File: config.mk
export PLATFORM = sky130hd
export DESIGN_NAME = change_filtered_observation_table_top_flat
export DESIGN_NICKNAME = d
export VERILOG_FILES = /design/src/rtl/core/cfot_pkg.sv /design/src/rtl/core/cfot_if.sv /design/src/rtl/core/change_filtered_observation_table_top.sv /design/src/rtl/core/cfot_in_stage.sv /design/src/rtl/core/cfot_table.sv /design/src/rtl/core/cfot_out_stage.sv /design/src/flat_wrapper.sv
export SDC_FILE = /design/constraint.sdc
export NUM_CORES = 2
export LEC_CHECK = 0
export ABC_CLOCK_PERIOD_IN_PS = 47200
export BUFFER_PORTS_ARGS = -buffer_cell sky130_fd_sc_hd__buf_2
export CELL_PAD_IN_SITES_DETAIL_PLACEMENT = 1
export CELL_PAD_IN_SITES_GLOBAL_PLACEMENT = 1
export CORE_MARGIN = 2
export CORE_UTILIZATION = 30
export DETAILED_ROUTE_END_ITERATION = 10
export PLACE_DENSITY_LB_ADDON = 0.08
export SYNTH_ARGS = -nofsm -noshare
export SYNTH_HDL_FRONTEND = slang
export SYNTH_SLANG_ARGS = --single-unit
File: constraint.sdc
create_clock -name clk_i -period 47.2 [get_ports clk_i]
set_clock_uncertainty 0.1 [all_clocks]
set_input_delay 4.72 -clock clk_i [delete_from_list [all_inputs] [get_ports clk_i]]
set_output_delay 4.72 -clock clk_i [all_outputs]
set_load 0.01 [all_outputs]
File: src/rtl/core/cfot_pkg.sv
// ----------------------------------------------------------------------------
// cfot_pkg
// Types and constants shared by the change-filtered observation table.
// ----------------------------------------------------------------------------
package cfot_pkg;

  localparam int Entries   = 8;
  localparam int IdxW      = $clog2(Entries);
  localparam int KeyW      = 64;
  localparam int WordW     = 64;
  localparam int SnapWords = 4;
  localparam int FlagW     = 3;
  localparam int SlotW     = 3;
  localparam int KindW     = 2;

  typedef enum logic [KindW-1:0] {
    KindHit     = 2'd0,
    KindFree    = 2'd1,
    KindReplace = 2'd2
  } cfot_kind_e;

  typedef logic [SnapWords-1:0][WordW-1:0] cfot_snap_t;

  typedef struct packed {
    logic [KeyW-1:0]  token;
    logic             found;
    logic             snapshot_valid;
    logic [WordW-1:0] snap_word0;
    logic [WordW-1:0] snap_word1;
    logic [WordW-1:0] snap_word2;
    logic [WordW-1:0] snap_word3;
    logic [FlagW-1:0] snap_flags;
  } cfot_req_t;

  typedef struct packed {
    logic             report_lookup;
    logic             report_state;
    logic [SlotW-1:0] slot;
    cfot_kind_e       slot_kind;
  } cfot_rsp_t;

endpackage

File: src/rtl/core/cfot_if.sv
// ----------------------------------------------------------------------------
// cfot_if
// Request and result channels of the change-filtered observation table.
// ----------------------------------------------------------------------------
interface cfot_req_if;
  import cfot_pkg::*;

  logic             valid;
  logic             ready;
  logic [KeyW-1:0]  token;
  logic             found;
  logic             snapshot_valid;
  logic [WordW-1:0] snap_word0;
  logic [WordW-1:0] snap_word1;
  logic [WordW-1:0] snap_word2;
  logic [WordW-1:0] snap_word3;
  logic [FlagW-1:0] snap_flags;

  modport source (
    output valid, token, found, snapshot_valid,
    output snap_word0, snap_word1, snap_word2, snap_word3, snap_flags,
    input  ready
  );

  modport sink (
    input  valid, token, found, snapshot_valid,
    input  snap_word0, snap_word1, snap_word2, snap_word3, snap_flags,
    output ready
  );
endinterface

interface cfot_rsp_if;
  import cfot_pkg::*;

  logic             valid;
  logic             ready;
  logic             report_lookup;
  logic             report_state;
  logic [SlotW-1:0] slot;
  cfot_kind_e       slot_kind;

  modport source (
    output valid, report_lookup, report_state, slot, slot_kind,
    input  ready
  );

  modport sink (
    input  valid, report_lookup, report_state, slot, slot_kind,
    output ready
  );
endinterface

File: src/rtl/core/change_filtered_observation_table_top.sv
// ----------------------------------------------------------------------------
// change_filtered_observation_table_top
// Fully associative observation table with round-robin replacement that
// reports lookup and snapshot changes per request.
// ----------------------------------------------------------------------------
//  channel  dir  handshake     payload
//  req_i    in   valid/ready   token, found, snapshot_valid, snap_word0..3, snap_flags
//  rsp_o    out  valid/ready   report_lookup, report_state, slot, slot_kind
//
//  One request per cycle sustained while rsp_o is not stalled; an accepted
//  request is held in the request register, then its result in the result register.
//  The request register, the table compare/update and the result register
//  form the path; the table updates in the cycle the request moves on.
//  Reset clears entry occupancy, snapshot valid flags and the cursor at once.
//  A stalled result holds the request register, then req_i.ready drops.
// ----------------------------------------------------------------------------
module change_filtered_observation_table_top (
  input  logic       clk_i,
  input  logic       rst_ni,
  cfot_req_if.sink   req_i,
  cfot_rsp_if.source rsp_o
);
  import cfot_pkg::*;

  cfot_req_t in_req;
  cfot_req_t stage_req;
  cfot_rsp_t tbl_rsp;
  cfot_rsp_t out_rsp;
  logic      stage_vld;
  logic      out_free;
  logic      adv;

  assign in_req.token          = req_i.token;
  assign in_req.found          = req_i.found;
  assign in_req.snapshot_valid = req_i.snapshot_valid;
  assign in_req.snap_word0     = req_i.snap_word0;
  assign in_req.snap_word1     = req_i.snap_word1;
  assign in_req.snap_word2     = req_i.snap_word2;
  assign in_req.snap_word3     = req_i.snap_word3;
  assign in_req.snap_flags     = req_i.snap_flags;

  assign adv = stage_vld && out_free;

  cfot_in_stage u_in (
    .clk_i   (clk_i),
    .rst_ni  (rst_ni),
    .valid_i (req_i.valid),
    .ready_o (req_i.ready),
    .req_i   (in_req),
    .adv_i   (adv),
    .valid_o (stage_vld),
    .req_o   (stage_req)
  );

  cfot_table u_table (
    .clk_i  (clk_i),
    .rst_ni (rst_ni),
    .adv_i  (adv),
    .req_i  (stage_req),
    .rsp_o  (tbl_rsp)
  );

  cfot_out_stage u_out (
    .clk_i   (clk_i),
    .rst_ni  (rst_ni),
    .load_i  (adv),
    .rsp_i   (tbl_rsp),
    .free_o  (out_free),
    .valid_o (rsp_o.valid),
    .ready_i (rsp_o.ready),
    .rsp_o   (out_rsp)
  );

  assign rsp_o.report_lookup = out_rsp.report_lookup;
  assign rsp_o.report_state  = out_rsp.report_state;
  assign rsp_o.slot          = out_rsp.slot;
  assign rsp_o.slot_kind     = out_rsp.slot_kind;

endmodule

File: src/rtl/core/cfot_in_stage.sv
// ----------------------------------------------------------------------------
// cfot_in_stage
// Request register in front of the table lookup.
// ----------------------------------------------------------------------------
module cfot_in_stage (
  input  logic                clk_i,
  input  logic                rst_ni,
  input  logic                valid_i,
  output logic                ready_o,
  input  cfot_pkg::cfot_req_t req_i,
  input  logic                adv_i,
  output logic                valid_o,
  output cfot_pkg::cfot_req_t req_o
);
  import cfot_pkg::*;

  logic      vld_q, vld_d;
  cfot_req_t req_q;
  logic      take;

  assign ready_o = !vld_q || adv_i;
  assign take    = valid_i && ready_o;
  assign vld_d   = take || (vld_q && !adv_i);

  always_ff @(posedge clk_i or negedge rst_ni) begin
    if (!rst_ni) begin
      vld_q <= 1'b0;
    end else begin
      vld_q <= vld_d;
    end
  end

  always_ff @(posedge clk_i) begin
    if (take) begin
      req_q <= req_i;
    end
  end

  assign valid_o = vld_q;
  assign req_o   = req_q;

endmodule

File: src/rtl/core/cfot_table.sv
// ----------------------------------------------------------------------------
// cfot_table
// Associative entry store: key compare, entry pick, change detect, update.
// ----------------------------------------------------------------------------
module cfot_table (
  input  logic                clk_i,
  input  logic                rst_ni,
  input  logic                adv_i,
  input  cfot_pkg::cfot_req_t req_i,
  output cfot_pkg::cfot_rsp_t rsp_o
);
  import cfot_pkg::*;

  logic [KeyW-1:0]    key_q   [Entries];
  logic [Entries-1:0] found_q;
  logic [Entries-1:0] occ_q, occ_d;
  logic [Entries-1:0] sval_q, sval_d;
  cfot_snap_t         words_q [Entries];
  logic [FlagW-1:0]   flags_q [Entries];
  logic [IdxW-1:0]    cursor_q, cursor_d;

  logic [Entries-1:0] hit_vec;
  logic [Entries-1:0] free_vec;
  logic [IdxW-1:0]    hit_idx;
  logic [IdxW-1:0]    free_idx;
  logic [IdxW-1:0]    pick;
  cfot_kind_e         kind;
  cfot_snap_t         new_words;
  logic               lookup_chg;
  logic               snap_chg;
  logic [IdxW+SlotW-1:0] slot_ext;

  always_comb begin
    for (int i = 0; i < Entries; i++) begin
      hit_vec[i]  = occ_q[i] && (key_q[i] == req_i.token);
      free_vec[i] = !occ_q[i];
    end
  end

  always_comb begin
    hit_idx  = '0;
    free_idx = '0;
    for (int i = Entries - 1; i >= 0; i--) begin
      if (hit_vec[i]) begin
        hit_idx = IdxW'(i);
      end
      if (free_vec[i]) begin
        free_idx = IdxW'(i);
      end
    end
  end

  always_comb begin
    if (|hit_vec) begin
      pick = hit_idx;
      kind = KindHit;
    end else if (|free_vec) begin
      pick = free_idx;
      kind = KindFree;
    end else begin
      pick = cursor_q;
      kind = KindReplace;
    end
  end

  assign new_words = {req_i.snap_word3, req_i.snap_word2, req_i.snap_word1, req_i.snap_word0};

  assign lookup_chg = !occ_q[pick] || (key_q[pick] != req_i.token)
                      || (found_q[pick] != req_i.found);
  assign snap_chg   = req_i.snapshot_valid
                      && (!sval_q[pick] || (flags_q[pick] != req_i.snap_flags)
                          || (words_q[pick] != new_words));

  always_comb begin
    occ_d    = occ_q;
    sval_d   = sval_q;
    cursor_d = cursor_q;
    if (adv_i) begin
      if (lookup_chg) begin
        occ_d[pick] = 1'b1;
      end
      sval_d[pick] = req_i.snapshot_valid;
      if (kind == KindReplace) begin
        cursor_d = (cursor_q == IdxW'(Entries - 1)) ? '0 : cursor_q + 1'b1;
      end
    end
  end

  always_ff @(posedge clk_i or negedge rst_ni) begin
    if (!rst_ni) begin
      occ_q    <= '0;
      sval_q   <= '0;
      cursor_q <= '0;
    end else begin
      occ_q    <= occ_d;
      sval_q   <= sval_d;
      cursor_q <= cursor_d;
    end
  end

  always_ff @(posedge clk_i) begin
    if (adv_i && lookup_chg) begin
      key_q[pick]   <= req_i.token;
      found_q[pick] <= req_i.found;
    end
    if (adv_i && snap_chg) begin
      words_q[pick] <= new_words;
      flags_q[pick] <= req_i.snap_flags;
    end
  end

  assign slot_ext = {{SlotW{1'b0}}, pick};

  assign rsp_o.report_lookup = lookup_chg;
  assign rsp_o.report_state  = snap_chg;
  assign rsp_o.slot          = slot_ext[SlotW-1:0];
  assign rsp_o.slot_kind     = kind;

endmodule

File: src/rtl/core/cfot_out_stage.sv
// ----------------------------------------------------------------------------
// cfot_out_stage
// Result register toward the consumer.
// ----------------------------------------------------------------------------
module cfot_out_stage (
  input  logic                clk_i,
  input  logic                rst_ni,
  input  logic                load_i,
  input  cfot_pkg::cfot_rsp_t rsp_i,
  output logic                free_o,
  output logic                valid_o,
  input  logic                ready_i,
  output cfot_pkg::cfot_rsp_t rsp_o
);
  import cfot_pkg::*;

  logic      vld_q, vld_d;
  cfot_rsp_t rsp_q;

  assign free_o = !vld_q || ready_i;
  assign vld_d  = load_i || (vld_q && !ready_i);

  always_ff @(posedge clk_i or negedge rst_ni) begin
    if (!rst_ni) begin
      vld_q <= 1'b0;
    end else begin
      vld_q <= vld_d;
    end
  end

  always_ff @(posedge clk_i) begin
    if (load_i) begin
      rsp_q <= rsp_i;
    end
  end

  assign valid_o = vld_q;
  assign rsp_o   = rsp_q;

endmodule

File: src/flat_wrapper.sv
// flat-port wrapper written by rule: the top's interface ports become plain ports
module change_filtered_observation_table_top_flat import cfot_pkg::*;
  (clk_i, rst_ni, req_i_valid, req_i_token, req_i_found, req_i_snapshot_valid, req_i_snap_word0, req_i_snap_word1, req_i_snap_word2, req_i_snap_word3, req_i_snap_flags, req_i_ready, rsp_o_valid, rsp_o_report_lookup, rsp_o_report_state, rsp_o_slot, rsp_o_slot_kind, rsp_o_ready);
  cfot_req_if req_i_i ();
  cfot_rsp_if rsp_o_i ();
  input  logic clk_i;
  input  logic rst_ni;
  input wire logic [$bits(req_i_i.valid)-1:0] req_i_valid;
  input wire logic [$bits(req_i_i.token)-1:0] req_i_token;
  input wire logic [$bits(req_i_i.found)-1:0] req_i_found;
  input wire logic [$bits(req_i_i.snapshot_valid)-1:0] req_i_snapshot_valid;
  input wire logic [$bits(req_i_i.snap_word0)-1:0] req_i_snap_word0;
  input wire logic [$bits(req_i_i.snap_word1)-1:0] req_i_snap_word1;
  input wire logic [$bits(req_i_i.snap_word2)-1:0] req_i_snap_word2;
  input wire logic [$bits(req_i_i.snap_word3)-1:0] req_i_snap_word3;
  input wire logic [$bits(req_i_i.snap_flags)-1:0] req_i_snap_flags;
  output wire logic [$bits(req_i_i.ready)-1:0] req_i_ready;
  output wire logic [$bits(rsp_o_i.valid)-1:0] rsp_o_valid;
  output wire logic [$bits(rsp_o_i.report_lookup)-1:0] rsp_o_report_lookup;
  output wire logic [$bits(rsp_o_i.report_state)-1:0] rsp_o_report_state;
  output wire logic [$bits(rsp_o_i.slot)-1:0] rsp_o_slot;
  output wire logic [$bits(rsp_o_i.slot_kind)-1:0] rsp_o_slot_kind;
  input wire logic [$bits(rsp_o_i.ready)-1:0] rsp_o_ready;
  assign req_i_i.valid = req_i_valid;
  assign req_i_i.token = req_i_token;
  assign req_i_i.found = req_i_found;
  assign req_i_i.snapshot_valid = req_i_snapshot_valid;
  assign req_i_i.snap_word0 = req_i_snap_word0;
  assign req_i_i.snap_word1 = req_i_snap_word1;
  assign req_i_i.snap_word2 = req_i_snap_word2;
  assign req_i_i.snap_word3 = req_i_snap_word3;
  assign req_i_i.snap_flags = req_i_snap_flags;
  assign req_i_ready = req_i_i.ready;
  assign rsp_o_valid = rsp_o_i.valid;
  assign rsp_o_report_lookup = rsp_o_i.report_lookup;
  assign rsp_o_report_state = rsp_o_i.report_state;
  assign rsp_o_slot = rsp_o_i.slot;
  assign rsp_o_slot_kind = rsp_o_i.slot_kind;
  assign rsp_o_i.ready = rsp_o_ready;
  change_filtered_observation_table_top u_core (.clk_i(clk_i), .rst_ni(rst_ni), .req_i(req_i_i), .rsp_o(rsp_o_i));
endmodule
==> reports/metrics.yaml <==
global_route:
  antenna_found_initial: 51
  grt_usage: 0.288
  grt_pass1_vias: 79542
  grt_pass1_wl_mm: 784
  grt_max_degree: 109
  grt_overflow: 0
clock_tree:
  cts_made_buffers: 352
  cts_tree: "yes"
  cts.path.max_buffers: 4
  cts_resized: 0
  cts-htree-levels: 5
  clk_pin_slew_worst_paths_ns: 0.06
  postCtsSetupBuffers: 0
  worstSkewPairLatency_ns: 0.99
  cts_hold_buf: 0
  clock-sinks: 2945
  cts-root-buf: "clkbuf_16"
floorplanning:
  die_area_um2: 404000
  die_h_um: 636
  rows: 231
  start_util: 0.302
  die_w_um: 636
  core_um2: 397000
  pin_count: 338
worst_setup_path:
  critPathLaunchType: "flip-flop"
  r2r_setup_slack_ns: 32.88
  crit_path_end_kind: "flip-flop"
  cp.arrival_ns: 14.83
  path_class: "reg -> reg"
  cp_max_fo: 89
  critical_path_required_ns: 47.71
sta:
  max_slew_margin: -0.0292
  hold_violations: 0
  hold_ws_ns: 0.405
  final-setup-viol-count: 0
  finalCritPeriodShare: 0.303
  tns_ns: 0
  tightest_slew_ns: 1.53
  drv_slew: 5
  min_period_ns: 14.32
  fmax_mhz: 69.8
  rsz0062_at_grt: "no"
final_layout:
  syn2layout_area_growth_pct: 16.7
  fill_cells: 40632
  multi_input_area_um2: 29500
  seq_area_um2: 88300
  nNetsFinal: 8803
  drive_gt1_frac: 0.146
  fin_area_um2: 140000
logic_synthesis:
  synth.cell_area_um2: 120000
  synthCells: 7948
  yosysSeqAreaShare: 0.738
  avgSynthCellArea_um2: 15.1
  yosys-top-cells-count: "edfxtp_1, nand2_1, xnor2_1"
  synthesis.nets: 8279
  synth_edf_count: 2924
  synth_ff_type: "edfxtp_1"
  synth_top_area_frac: 0.733
  async_flop_share: 0.00713
  netlist-cell-type-count: 87
  yosys.area.top_type: "edfxtp_1"
  yosysWarnings: 0
  synth_area_leaders: "edfxtp_1, xnor2_1, nand2_1"
  yosysMostFrequentCell: "edfxtp_1"
  ys_seq_elements: 2945
status:
  violations: "capacitance limit, slew limit"
  status: "finished with violations"
min_path:
  hold_path.class: "reg -> reg"
place:
  gp_congestion: 1.05
  place_area_um2: 129000
  dpl.hpwl_mm: 405
  portBuffers: 337
drt:
  vias_per_cell: 5.60
  ant_nets: 0
  initialDrtViolationCount: 7892
  vias: 78470
  routed_wl_mm: 598
  wl_per_cell_um: 42.6
  drc: 0
  dr.pass1.iters: 6
run:
  cap_viol_max_count: 2
==> path summary, 6_finish.rpt <==
check | endpoint | cells past startpoint | startpoint
max in group asynchronous | u_core.u_table.occ_q[5] | 1 | rst_ni
worst min register to register | u_core.u_out.valid_o | 1 | u_core.u_in.valid_o
worst min-delay path | u_core.u_out.valid_o | 1 | u_core.u_in.valid_o
min in group asynchronous | u_core.u_in.valid_o | 1 | rst_ni
worst max-delay path | u_core.u_table.words_q[5][87] | 26 | u_core.u_in.req_o[263]
worst max register to register | u_core.u_table.words_q[5][87] | 26 | u_core.u_in.req_o[263]
==> metrics by stage <==
| stage | utilization | instances | worst slack [ns] |
|---|---|---|---|
| after floorplan | - | 7948 | 30.11 |
| after global placement | 0.324 | 13353 | 30.63 |
| after detailed placement | 0.325 | 13360 | 32.94 |
| after CTS | 0.352 | 14003 | 32.84 |
| after global routing | 0.352 | 14015 | 32.97 |
| final | 0.352 | 14019 | 32.88 |
==> layout make-up <==
cell class / instances / share of cell area
Clock inverter: 193 / 0.0112
Sequential cell: 2945 / 0.632
Timing Repair Buffer: 623 / 0.0292
Inverter: 80 / 0.00241
Antenna cell: 16 / 0.000287
Multi-Input combinational cell: 4470 / 0.211
Tap cell: 5242 / 0.0469
Clock buffer: 450 / 0.0667
==> worst max-delay path: stages (launching register included) <==
cell and delay, ns:
edfxtp_1 0.37, buf_4 0.27, xnor2_1 0.79, nand2_1 0.47, or4_1 0.58, nor4_1 0.83
a2bb2oi_2 0.46, a21bo_4 0.71, clkinv_8 0.61, buf_12 0.48, nand2_2 0.53, buf_4 0.67
o221ai_1 0.26, a222oi_1 0.92, o22ai_1 0.21, a211oi_1 0.91, and4_1 0.38, nand4_1 0.13
or4_4 0.58, nor4_4 0.53, buf_4 0.37, nor2_4 0.06, buf_4 0.29, buf_12 0.34
buf_4 0.53, buf_4 0.49, buf_4 0.50
==> flip-flops by register name, summed over array words and instances, names as in the netlist <==
signal / flops
u_core.u_out.valid_o: 1
u_core.u_table.cursor_q: 3
u_core.u_table.occ_q: 8
u_core.u_table.key_q: 512
u_core.u_table.found_q: 8
u_core.u_out.rsp_o: 7
u_core.u_table.sval_q: 8
u_core.u_in.valid_o: 1
u_core.u_table.flags_q: 24
u_core.u_table.words_q: 2048
u_core.u_in.req_o: 325
==> cell families after synthesis <==
kind of cell / Yosys count / share of synthesized area
AO/OA/AOI/OAI: 1593 / 0.0936
flip-flops: 2945 / 0.738
buffers and inverters: 533 / 0.0202
AND/OR/NAND/NOR: 2034 / 0.0832
XOR/XNOR: 574 / 0.0420
multiplexers: 267 / 0.0232
adder cells (fa/ha/maj): 2 / 0.000209
==> routing by layer <==
metal | share of wire | track usage
met1 | 0.42 | 0.369
met2 | 0.48 | 0.486
met3 | 0.043 | 0.0319
met4 | 0.057 | 0.140
met5 | 0.00013 | 0
==> placed cells by master, fill, tap and decap left out, types with 19 or more instances in the layout <==
| cell | count |
|---|---|
| a31oi_1 | 49 |
| edfxtp_1 | 2924 |
| and3_1 | 40 |
| o2111ai_1 | 49 |
| nor3_1 | 81 |
| a211oi_1 | 56 |
| clkbuf_1 | 91 |
| o21ai_0 | 181 |
| nor4_1 | 85 |
| a32oi_1 | 29 |
| o31ai_1 | 21 |
| xor2_1 | 146 |
| inv_1 | 75 |
| buf_2 | 337 |
| dfrtp_1 | 21 |
| nand4_1 | 223 |
| xnor2_1 | 418 |
| a21oi_1 | 216 |
| buf_4 | 264 |
| o211ai_1 | 48 |
| nand2_1 | 697 |
| a221oi_1 | 40 |
| o22a_1 | 45 |
| nand3_1 | 233 |
| o221ai_1 | 217 |
| a22oi_1 | 64 |
| mux2i_1 | 187 |
| mux2_2 | 78 |
| clkinv_2 | 57 |
| clkbuf_16 | 358 |
| bufinv_16 | 19 |
| clkinv_1 | 92 |
| nand2b_1 | 161 |
| nor2b_1 | 22 |
| or3_1 | 22 |
| nor2_1 | 299 |
| or4_1 | 37 |
| o22ai_1 | 375 |
Power is left out: the tool's default activity adds up to more than one toggle a clock period on the data nets, which glitch-free logic cannot reach.
